<file path="src/upd_pkg.sv">
// ----------------------------------------------------------------------------
// URL percent decoder package
// Character codes, escape phase encoding, decode burst type and hex helper.
// ----------------------------------------------------------------------------
package upd_pkg;

  localparam logic [7:0] CharPlus  = 8'h2B;
  localparam logic [7:0] CharPct   = 8'h25;
  localparam logic [7:0] CharQmark = 8'h3F;
  localparam logic [7:0] CharSpace = 8'h20;

  localparam logic [3:0] HexLetterOffset = 4'd9;

  typedef enum logic [1:0] {
    PhIdle = 2'd0,
    PhPct  = 2'd1,
    PhHex  = 2'd2
  } phase_e;

  typedef struct packed {
    logic [1:0]      cnt;
    logic            last;
    logic [2:0][7:0] bytes;
  } burst_t;

  // {valid, nibble}
  function automatic logic [4:0] hex_decode(input logic [7:0] c);
    logic [4:0] res;
    res = '0;
    if (c inside {[8'h30:8'h39]}) begin
      res = {1'b1, c[3:0]};
    end else if (c inside {[8'h41:8'h46], [8'h61:8'h66]}) begin
      res = {1'b1, c[3:0] + HexLetterOffset};
    end
    return res;
  endfunction

endpackage

</file>
<file path="src/url_percent_decoder_top.sv">
// ----------------------------------------------------------------------------
// URL percent decoder - top level
// Streaming percent-escape decoder with valid/ready input and output.
// ----------------------------------------------------------------------------
// One encoded byte is accepted per cycle unless the output stalls; each
// byte yields zero to three decoded words, delivered one per cycle from a
// result register while out_ready_i is high. Input is taken while no result
// word is pending or its final word is taken, so a bad escape's burst of
// two or three words holds the input. The first result word is presented
// in the cycle after the input accept. Writing cfg_wdata_i with
// cfg_we_i selects whether '+' decodes to a space (reset value 1).
module url_percent_decoder_top (
  input  logic       clk_i,
  input  logic       rst_ni,
  input  logic       cfg_we_i,
  input  logic       cfg_wdata_i,
  input  logic       in_valid_i,
  output logic       in_ready_o,
  input  logic [7:0] in_byte_i,
  input  logic       in_last_i,
  output logic       out_valid_o,
  input  logic       out_ready_i,
  output logic [7:0] out_byte_o,
  output logic       run_end_o,
  output logic       string_end_o
);

  upd_pkg::burst_t burst;
  logic            in_fire;

  assign in_fire = in_valid_i && in_ready_o;

  upd_dec u_dec (
    .clk_i       (clk_i),
    .rst_ni      (rst_ni),
    .cfg_we_i    (cfg_we_i),
    .cfg_wdata_i (cfg_wdata_i),
    .in_fire_i   (in_fire),
    .in_byte_i   (in_byte_i),
    .in_last_i   (in_last_i),
    .burst_o     (burst)
  );

  upd_obuf u_obuf (
    .clk_i        (clk_i),
    .rst_ni       (rst_ni),
    .in_valid_i   (in_valid_i),
    .in_ready_o   (in_ready_o),
    .burst_i      (burst),
    .out_valid_o  (out_valid_o),
    .out_ready_i  (out_ready_i),
    .out_byte_o   (out_byte_o),
    .run_end_o    (run_end_o),
    .string_end_o (string_end_o)
  );

endmodule

</file>
<file path="src/upd_dec.sv">
// ----------------------------------------------------------------------------
// URL percent decoder - escape decoder
// Holds escape phase, held digit and config bit; maps one input word to a
// burst of zero to three result bytes.
// ----------------------------------------------------------------------------
module upd_dec (
  input  logic           clk_i,
  input  logic           rst_ni,
  input  logic           cfg_we_i,
  input  logic           cfg_wdata_i,
  input  logic           in_fire_i,
  input  logic [7:0]     in_byte_i,
  input  logic           in_last_i,
  output upd_pkg::burst_t burst_o
);

  upd_pkg::phase_e phase_q, phase_d;
  logic [7:0]      held_q, held_d;
  logic            p2s_q;

  logic [4:0] b_hex;
  logic [4:0] held_hex;
  logic       opens;
  logic       sp_emit;
  logic [7:0] sp_byte;

  assign b_hex    = upd_pkg::hex_decode(in_byte_i);
  assign held_hex = upd_pkg::hex_decode(held_q);
  assign opens    = (in_byte_i == upd_pkg::CharPct) && !in_last_i;
  assign sp_emit  = !opens;

  always_comb begin
    if (in_byte_i == upd_pkg::CharPct) begin
      sp_byte = upd_pkg::CharQmark;
    end else if (in_byte_i == upd_pkg::CharPlus && p2s_q) begin
      sp_byte = upd_pkg::CharSpace;
    end else begin
      sp_byte = in_byte_i;
    end
  end

  always_comb begin
    burst_o       = '0;
    burst_o.last  = in_last_i;
    held_d        = held_q;
    phase_d       = opens ? upd_pkg::PhPct : upd_pkg::PhIdle;
    case (phase_q)
      upd_pkg::PhPct: begin
        if (b_hex[4] && !in_last_i) begin
          held_d  = in_byte_i;
          phase_d = upd_pkg::PhHex;
        end else begin
          burst_o.bytes[0] = upd_pkg::CharQmark;
          burst_o.bytes[1] = sp_byte;
          burst_o.cnt      = sp_emit ? 2'd2 : 2'd1;
        end
      end
      upd_pkg::PhHex: begin
        if (b_hex[4]) begin
          burst_o.bytes[0] = {held_hex[3:0], b_hex[3:0]};
          burst_o.cnt      = 2'd1;
          phase_d          = upd_pkg::PhIdle;
        end else begin
          burst_o.bytes[0] = upd_pkg::CharQmark;
          burst_o.bytes[1] = held_q;
          burst_o.bytes[2] = sp_byte;
          burst_o.cnt      = sp_emit ? 2'd3 : 2'd2;
        end
      end
      default: begin
        burst_o.bytes[0] = sp_byte;
        burst_o.cnt      = {1'b0, sp_emit};
      end
    endcase
  end

  always_ff @(posedge clk_i or negedge rst_ni) begin
    if (!rst_ni) begin
      phase_q <= upd_pkg::PhIdle;
      held_q  <= '0;
      p2s_q   <= 1'b1;
    end else begin
      if (cfg_we_i) begin
        p2s_q <= cfg_wdata_i;
      end
      if (in_fire_i) begin
        phase_q <= phase_d;
        held_q  <= held_d;
      end
    end
  end

endmodule

</file>
<file path="src/upd_obuf.sv">
// ----------------------------------------------------------------------------
// URL percent decoder - result buffer
// Registers one decode burst and hands its bytes out one word at a time.
// ----------------------------------------------------------------------------
module upd_obuf (
  input  logic            clk_i,
  input  logic            rst_ni,
  input  logic            in_valid_i,
  output logic            in_ready_o,
  input  upd_pkg::burst_t burst_i,
  output logic            out_valid_o,
  input  logic            out_ready_i,
  output logic [7:0]      out_byte_o,
  output logic            run_end_o,
  output logic            string_end_o
);

  logic [2:0][7:0] bytes_q;
  logic [1:0]      cnt_q, cnt_d;
  logic [1:0]      pos_q, pos_d;
  logic            last_q;
  logic            in_fire;
  logic            out_fire;
  logic            on_final;

  assign out_valid_o  = (pos_q != cnt_q);
  assign on_final     = (pos_q + 2'd1 == cnt_q);
  assign out_fire     = out_valid_o && out_ready_i;
  assign in_ready_o   = !out_valid_o || (out_ready_i && on_final);
  assign in_fire      = in_valid_i && in_ready_o;
  assign run_end_o    = on_final;
  assign string_end_o = on_final && last_q;

  always_comb begin
    case (pos_q)
      2'd0:    out_byte_o = bytes_q[0];
      2'd1:    out_byte_o = bytes_q[1];
      default: out_byte_o = bytes_q[2];
    endcase
  end

  always_comb begin
    cnt_d = cnt_q;
    pos_d = pos_q;
    if (in_fire) begin
      cnt_d = burst_i.cnt;
      pos_d = '0;
    end else if (out_fire) begin
      pos_d = pos_q + 2'd1;
    end
  end

  always_ff @(posedge clk_i or negedge rst_ni) begin
    if (!rst_ni) begin
      cnt_q <= '0;
      pos_q <= '0;
    end else begin
      cnt_q <= cnt_d;
      pos_q <= pos_d;
    end
  end

  always_ff @(posedge clk_i) begin
    if (in_fire) begin
      bytes_q <= burst_i.bytes;
      last_q  <= burst_i.last;
    end
  end

  a_pos_bound: assert property (@(posedge clk_i) disable iff (!rst_ni)
    pos_q <= cnt_q) else $error("result position past burst count");

  a_ready_single: assert property (@(posedge clk_i) disable iff (!rst_ni)
    (in_ready_o && out_valid_o) |-> on_final)
    else $error("input taken with more than one result pending");

  a_burst_cont: assert property (@(posedge clk_i) disable iff (!rst_ni)
    (out_fire && !on_final) |=> (out_valid_o && $stable(cnt_q)))
    else $error("burst broken before its final word");

  a_load: assert property (@(posedge clk_i) disable iff (!rst_ni)
    (in_fire && burst_i.cnt != 2'd0) |=> (out_valid_o && pos_q == 2'd0))
    else $error("loaded burst not presented from its first word");

endmodule
</file>
<file path="config.mk">
export PLATFORM = sky130hd
export DESIGN_NAME = url_percent_decoder_top
export DESIGN_NICKNAME = d
export VERILOG_FILES = /design/src/upd_pkg.sv /design/src/url_percent_decoder_top.sv /design/src/upd_dec.sv /design/src/upd_obuf.sv
export SDC_FILE = /design/constraint.sdc
export NUM_CORES = 1
export LEC_CHECK = 0
export ABC_AREA = 1
export BUFFER_PORTS_ARGS = -buffer_cell sky130_fd_sc_hd__buf_2
export CELL_PAD_IN_SITES_DETAIL_PLACEMENT = 1
export CELL_PAD_IN_SITES_GLOBAL_PLACEMENT = 1
export CORE_ASPECT_RATIO = 0.8
export CORE_MARGIN = 8
export CORE_UTILIZATION = 48
export DETAILED_ROUTE_END_ITERATION = 10
export PLACE_DENSITY_LB_ADDON = 0.1
export SYNTH_ARGS = -nofsm -noshare
export SYNTH_HDL_FRONTEND = slang
export SYNTH_HIERARCHICAL = 1
export SYNTH_SLANG_ARGS = --single-unit
</file>
<file path="constraint.sdc">
create_clock -name clk_i -period 6.6 [get_ports clk_i]
set_clock_uncertainty 0.15 [all_clocks]
set_input_delay 0.99 -clock clk_i [delete_from_list [all_inputs] [get_ports clk_i]]
set_output_delay 0.99 -clock clk_i [all_outputs]
set_load 0.05 [all_outputs]
</file>
==> results.ini, run 1 <==
[global_route]
antenna_found_initial = 0
grt_pass1_wl_mm = 11.80
grt_pass1_vias = 2281
grt_max_degree = 26
grt.total_usage_pct = 18.60
gr-total-overflow = 0

[drt]
wire_per_inst_um = 17.82
first_pass_iters = 4
ant_nets = 0
drt-total-wl_mm = 7.039
drc_errors = 0
drt_iter0_drc = 122
routed_via_density = 5.476
vias = 2163

[setup_path]
end_kind = primary output
crit_slowest_cell = dfrtp_1
crit_chain = inv_2 > ha_1 > nor2_2 > a22oi_1 > nand2_1 > buf_2
reg2regPathDepth = 9
crit_arrival_ns = 2.03
crit_fanout = 9
cp.required_ns = 5.46
cp-start-kind = flip-flop
worstSetupPathType = reg2out
reg2reg_slack_ns = 3.94
max_stage_delay_ns = 0.47

[cts]
cts_tree = done
cts_resized = 0
cts_hold_buf = 0
cts_setup_buffers = 0
clk-insertion-delay-late_ns = 0.29
ctsLongestPathBuffers = 2
clock-sinks = 40
htreeDepth = 2
cts_root_buf = clkbuf_8
cts_buffers = 5
path_clk_slew_ns = 0.07

[synthesis]
async_reset_ff_share_pct = 37.50
synth_edf_count = 25
synth_warnings = 6
synth_seq_area_share_pct = 44.08
synth.area.top_cells = edfxtp_1 29%, nand2_1 14%, dfrtp_1 14%
synth_area_um2 = 2557
synthTopCellsByCount = 96 x nand2_1, 40 x inv_1, 25 x edfxtp_1, 20 x nor2_1, 18 x nand3_1
synth.most_common_cell = nand2_1
yosysTopAreaCell = edfxtp_1
dominantRegCellSynth = edfxtp_1
synth_cell_type_count = 34
synth_cells = 306
avgSynthCellArea_um2 = 8.358
synth_top_area_share_pct = 29.35
synth_fp_nets = 332
synth-seq-cells = 40

[timing]
max_slew_margin_pct = 36.09
hold_viol = 0
tightest_slew_ns = 0.9575
period_share_pct = 47.96
maxClockFrequency_mhz = 315.9
slew_violations = 0
grt_setup_unrepaired = no
hold_slack_ns = 0.3813
period_needed_ns = 3.166
fin_setup_tns_ns = 0
setup_viol = 0

[worst_hold_path]
hold_path_depth = 2
hp-class = reg2reg

[power]
max-vdd-ir-drop_uv = 325.7
finalPower_uw = 1454
leakage_uw = 0.001352
seqPwrFrac_pct = 30.7
intPower_uw = 724.8
swShare_pct = 50.14
power_frac_comb_pct = 53.0
p_sw_uw = 728.7
clkPwrFrac_pct = 16.4
power_density_nw_per_um2 = 510.2

[run_status]
status = complete, no violations

[floorplan]
die_x_um = 97.61
ios = 27
fp.dieH_um = 81.29
num_rows = 23
core_um2 = 5065
initial_core_util_pct = 50.49
fp.dieArea_um2 = 7934

[place]
dp.cells = 387
gp_congestion = 0.8932
dpl.hpwl_mm = 5.510
port_buffers = 26

[cells_and_area]
fin_cells = 395
drive_gt1_share_pct = 22.22
syn2layout_area_growth_pct = 11.40
layout.nets = 358
fin_util_pct = 56.25
n_antenna_cell = 0

[job]
maxCapViolCount = 0

-- metrics by stage --
step,setup WS (ns),instance area (um2)
floorplan,3.793,2557
global placement,3.765,2716
detailed placement,3.637,2716
CTS,3.453,2849
global route,3.315,2849
finish,3.434,2849
-- layout make-up --
class	instances	area (um2)
well taps	62	77.57
repair buffers	26	130.1
clock inverters	2	60.06
multi-input cells	216	1220
flip-flops and latches	40	1127
clock buffers	6	72.57
inverters	43	161.4
fillers	655	2216
-- routing by layer --
metal  routed length [um]  global-route usage (%)
met1                 3409                   24.59
met2                 3326                   30.76
met3                  204                   3.220
met4                   99                   5.581
met5                    0                       0
-- power groups by stage --
stage	Clock (uW)	Combinational, uW	Sequential [uW]
detailed placement	0	769	452
finish	238	770	446
CTS	245	775	446
global placement	0	731	445
floorplan	0	598	424
global route	253	833	457
-- worst max-delay path: cells and delay by family, from the launching register on --
family | cells | cell delay [ns]
AOI/OAI and AO/OA | 1 | 0.15
and+or+nand+nor | 2 | 0.42
buffers and inverters | 2 | 0.35
DFF | 1 | 0.47
adders and majority gates | 1 | 0.33
-- layout by cell type (no fill, tap or decap) --
cell       count
clkbuf_8       5
nand2_1       96
clkbuf_1       1
xor2_1         1
dfrtp_1       14
nor3_1         6
nand2_4        4
o21ai_0        7
nand2_2        7
nor2_2         4
and2_1         1
o211ai_1       3
nand3_4        2
nand3_1       18
mux2_2         1
inv_1         40
nor2_1        20
a21boi_0       2
nor2_4         1
nand4_1        1
dfstp_2        1
o21ai_1        1
nand3_2        2
a21boi_1       1
bufinv_16      2
ha_1          11
inv_2          3
a22oi_1        8
edfxtp_1      25
a21oi_1        2
nand4_4        1
o22ai_1        1
buf_2         26
o21ai_2       15
-- registers in the layout, summed over array words and instances, names as in the netlist --
signal,flops
u_obuf/cnt_q,2
u_obuf/bytes_q,24
u_dec/held_q,8
u_obuf/last_q,1
u_obuf/pos_q,2
u_dec/phase_q,2
u_dec/p2s_q,1
-- final timing paths --
path / startpoint / to
min in group asynchronous: rst_ni / u_obuf/pos_q[0]$_DFFE_PN0P_
max: u_obuf/pos_q[0]$_DFFE_PN0P_ / out_byte_o[3]
max reg2reg: u_obuf/pos_q[0]$_DFFE_PN0P_ / u_obuf/bytes_q[13]$_DFFE_PP_
min reg2reg: u_obuf/pos_q[1]$_DFFE_PN0P_ / u_obuf/pos_q[1]$_DFFE_PN0P_
max in group asynchronous: rst_ni / u_dec/p2s_q$_DFFE_PN1P_
min: u_obuf/pos_q[1]$_DFFE_PN0P_ / u_obuf/pos_q[1]$_DFFE_PN0P_
-- kinds of logic after synthesis --
| family | count (synthesis) | share of synthesized area [%] |
|---|---|---|
| compound gates | 40 | 11.45 |
| xor+xnor | 1 | 0.3425 |
| fa+ha+maj | 11 | 5.382 |
| buf+inv | 50 | 8.219 |
| flops | 40 | 44.08 |
| mux | 1 | 0.4403 |
| simple gates | 163 | 30.09 |
Note: power is estimated with default switching activity, not from simulation.
==> run 2: changes to the inputs <==
Settings changed: CORE_UTILIZATION 48 to 40.
Clock period 6.6 ns to 2.75 ns, I/O delays scaled along.
==> run 2 against run 1 <==
Hold slack got worse by 0.19 ns. Die area is 16% higher. Core utilization fell by 11 points. Wire length fell by 10%. Critical path type unchanged. Largest power group unchanged. Highest routed layer unchanged.
==> results.ini, run 2 (same netlist as run 1, synthesis figures left out) <==
[run_status]
status = complete, no violations

[floorplan]
fp.dieH_um = 87.52  ; +7.7%
ios = 27  ; unchanged
num_rows = 26  ; +13%
fp.dieArea_um2 = 9225  ; +16%
core_um2 = 6279  ; +24%
die_x_um = 105.4  ; +8.0%
initial_core_util_pct = 40.73  ; -9.8 points

[drt]
drt-total-wl_mm = 6.311  ; -10%
routed_via_density = 4.779  ; -13%
ant_nets = 0  ; unchanged
drt_iter0_drc = 80  ; -34%
vias = 2007  ; -7.2%
first_pass_iters = 4  ; unchanged
wire_per_inst_um = 15.03  ; -16%
drc_errors = 0  ; unchanged

[cells_and_area]
n_antenna_cell = 0  ; unchanged
largestRegisters = u_obuf/bytes_q (24), u_dec/held_q (8)
multiInputGateArea_um2 = 1220  ; unchanged
layout.nets = 361  ; +0.84%
n_fill_cell = 784  ; +20%
drive_gt1_share_pct = 22.62  ; +0.40 points
syn2layout_area_growth_pct = 11.69
final_common_cell = nand2_1
regArea_um2 = 1127  ; unchanged
largest_reg_flops = 24  ; unchanged
top_register = u_obuf/bytes_q
final_cell_mix = 96 x nand2_1, 40 x inv_1, 26 x buf_2

[place]
gp_congestion = 0.8401  ; -5.9%
dp_slack_ns = 0.3696  ; -3.267 ns
port_buffers = 26  ; unchanged
dpl.hpwl_mm = 5.111  ; -7.2%

[timing]
setup_viol = 0  ; unchanged
period_needed_ns = 2.512
grt_setup_unrepaired = no
slew_violations = 0  ; unchanged
max_slew_margin_pct = 71.19  ; +35 points
hold_viol = 0  ; unchanged
fin_setup_tns_ns = 0  ; unchanged
setup_ws_ns = 0.2381  ; -3.196 ns
period_share_pct = 91.34
maxClockFrequency_mhz = 398.1
tightest_slew_ns = 0.4321  ; -0.5255 ns

[worst_hold_path]
hp-class = in2reg
hold_path_depth = 1  ; -1

[setup_path]
crit_cells = 6  ; unchanged
crit_arrival_ns = 1.95  ; -0.08 ns
cp.buffers_inverters = 2  ; unchanged
end_kind = primary output
reg2regPathDepth = 12  ; +3
cp_top_family = flip-flops
cp.required_ns = 2.19  ; -3.27 ns
max_stage_delay_ns = 0.44  ; -0.03 ns
crit_chain = inv_2 > ha_1 > nor2_2 > a22oi_1 > nand2_1 > buf_2
cp-start-kind = flip-flop
crit_slowest_cell = dfrtp_1
worstSetupPathType = reg2out
crit_fanout = 9  ; unchanged
reg2reg_slack_ns = 0.47  ; -3.47 ns

[global_route]
gr-total-overflow = 0  ; unchanged
grt.total_usage_pct = 14.48  ; -4.1 points
grt_pass1_vias = 2099  ; -8.0%
global_route.usage.met2_pct = 20.94  ; -9.8 points
use_met1_pct = 20.95  ; -3.6 points
grt_max_degree = 26  ; unchanged
grt_pass1_wl_mm = 10.69  ; -9.4%
grt.busiest_layer = met1
grt_util_met3_pct = 3.328  ; +0.11 points
antenna_found_initial = 0  ; unchanged

[cts]
cts_resized = 0  ; unchanged
cts_tree = done
ctsLongestPathBuffers = 2  ; unchanged
path_clk_slew_ns = 0.08  ; about the same
cts_buffers = 5  ; unchanged
clk-insertion-delay-late_ns = 0.29  ; about the same
cts_root_buf = clkbuf_8
htreeDepth = 2  ; unchanged
clock-sinks = 40  ; unchanged

[power]
power_density_nw_per_um2 = 1135  ; +120%
max-vdd-ir-drop_uv = 317.5  ; -2.5%
leakage_uw = 0.001339  ; -0.94%

[job]
maxCapViolCount = 0  ; unchanged

[run 2: cell count changes in the layout (fill, tap and decap cells not counted)]
cell           before  now
buf_4               0    2
clkinv_1            0    1
clkbuf_1            1    0
clkinvlp_4          0    2
bufinv_16           2    0
dlygate4sd3_1       0    1
[run 2: final cells by class]
cell class                 instances  share of cell area (%)
clock buffer                       5                   2.409
tap                               84                   3.679
inverter                          43                   5.650
timing repair buffer              29                   5.431
multi-input combinational        216                   42.71
clock inverter                     3                  0.6570
sequential                        40                   39.47
[run 2: power by group]
group	switching, uW	leakage, uW	internal [uW]	total [uW]
Combinational	1330	0.000868	467	1800
Sequential	137	0.000434	917	1050
Clock	212	0.0000378	175	387
[run 2: per-layer routing]
layer | part of all wire (%) | wire length, um
met5 | 0 | 0
met4 | 0.81 | 51
met3 | 4.1 | 259
met2 | 42 | 2641
met1 | 53 | 3358
[run 2: worst paths after layout]
check	start	to
worst min-delay path	in_last_i	u_obuf/last_q$_DFFE_PP_
worst min register to register	u_obuf/pos_q[1]$_DFFE_PN0P_	u_obuf/pos_q[1]$_DFFE_PN0P_
worst max register to register	u_obuf/pos_q[0]$_DFFE_PN0P_	u_dec/held_q[5]$_DFFE_PN0P_
min in group asynchronous	rst_ni	u_obuf/cnt_q[1]$_DFFE_PN0P_
worst max-delay path	u_obuf/pos_q[0]$_DFFE_PN0P_	out_byte_o[4]
max in group asynchronous	rst_ni	u_dec/p2s_q$_DFFE_PN1P_
[run 2: worst register-to-register path, cell delays in order (launching register included)]
cell and delay, ns:
dfrtp_1 0.44, inv_2 0.08, ha_1 0.33, inv_1 0.08, nand2_1 0.05, nand2_1 0.08
nand3_2 0.08, nand2_2 0.13, nand2_1 0.07, inv_1 0.14, nand4_4 0.29, nand2_1 0.17
o21ai_2 0.06
[run 2: per-stage QoR]
step           total power [uW]  cell area [um2]  hold WS, ns  instances  util (%)
2_1_floorplan              2451             2557     -0.03309        306         -
3_3_place_gp               2854             2759       0.2025        411     43.94
3_5_place_dp               2892             2759       0.2055        411     43.94
4_1_cts                    3286             2856       0.1778        420     45.50
5_1_grt                    3486             2856       0.1801        420     45.50
6_report                   3242             2856       0.1897        420     45.50
[run 2: timing repair]
action                    4_1_cts  5_1_grt
hold endpoints to repair       14        0
buffers inserted                0        0
hold buffers                    1        0
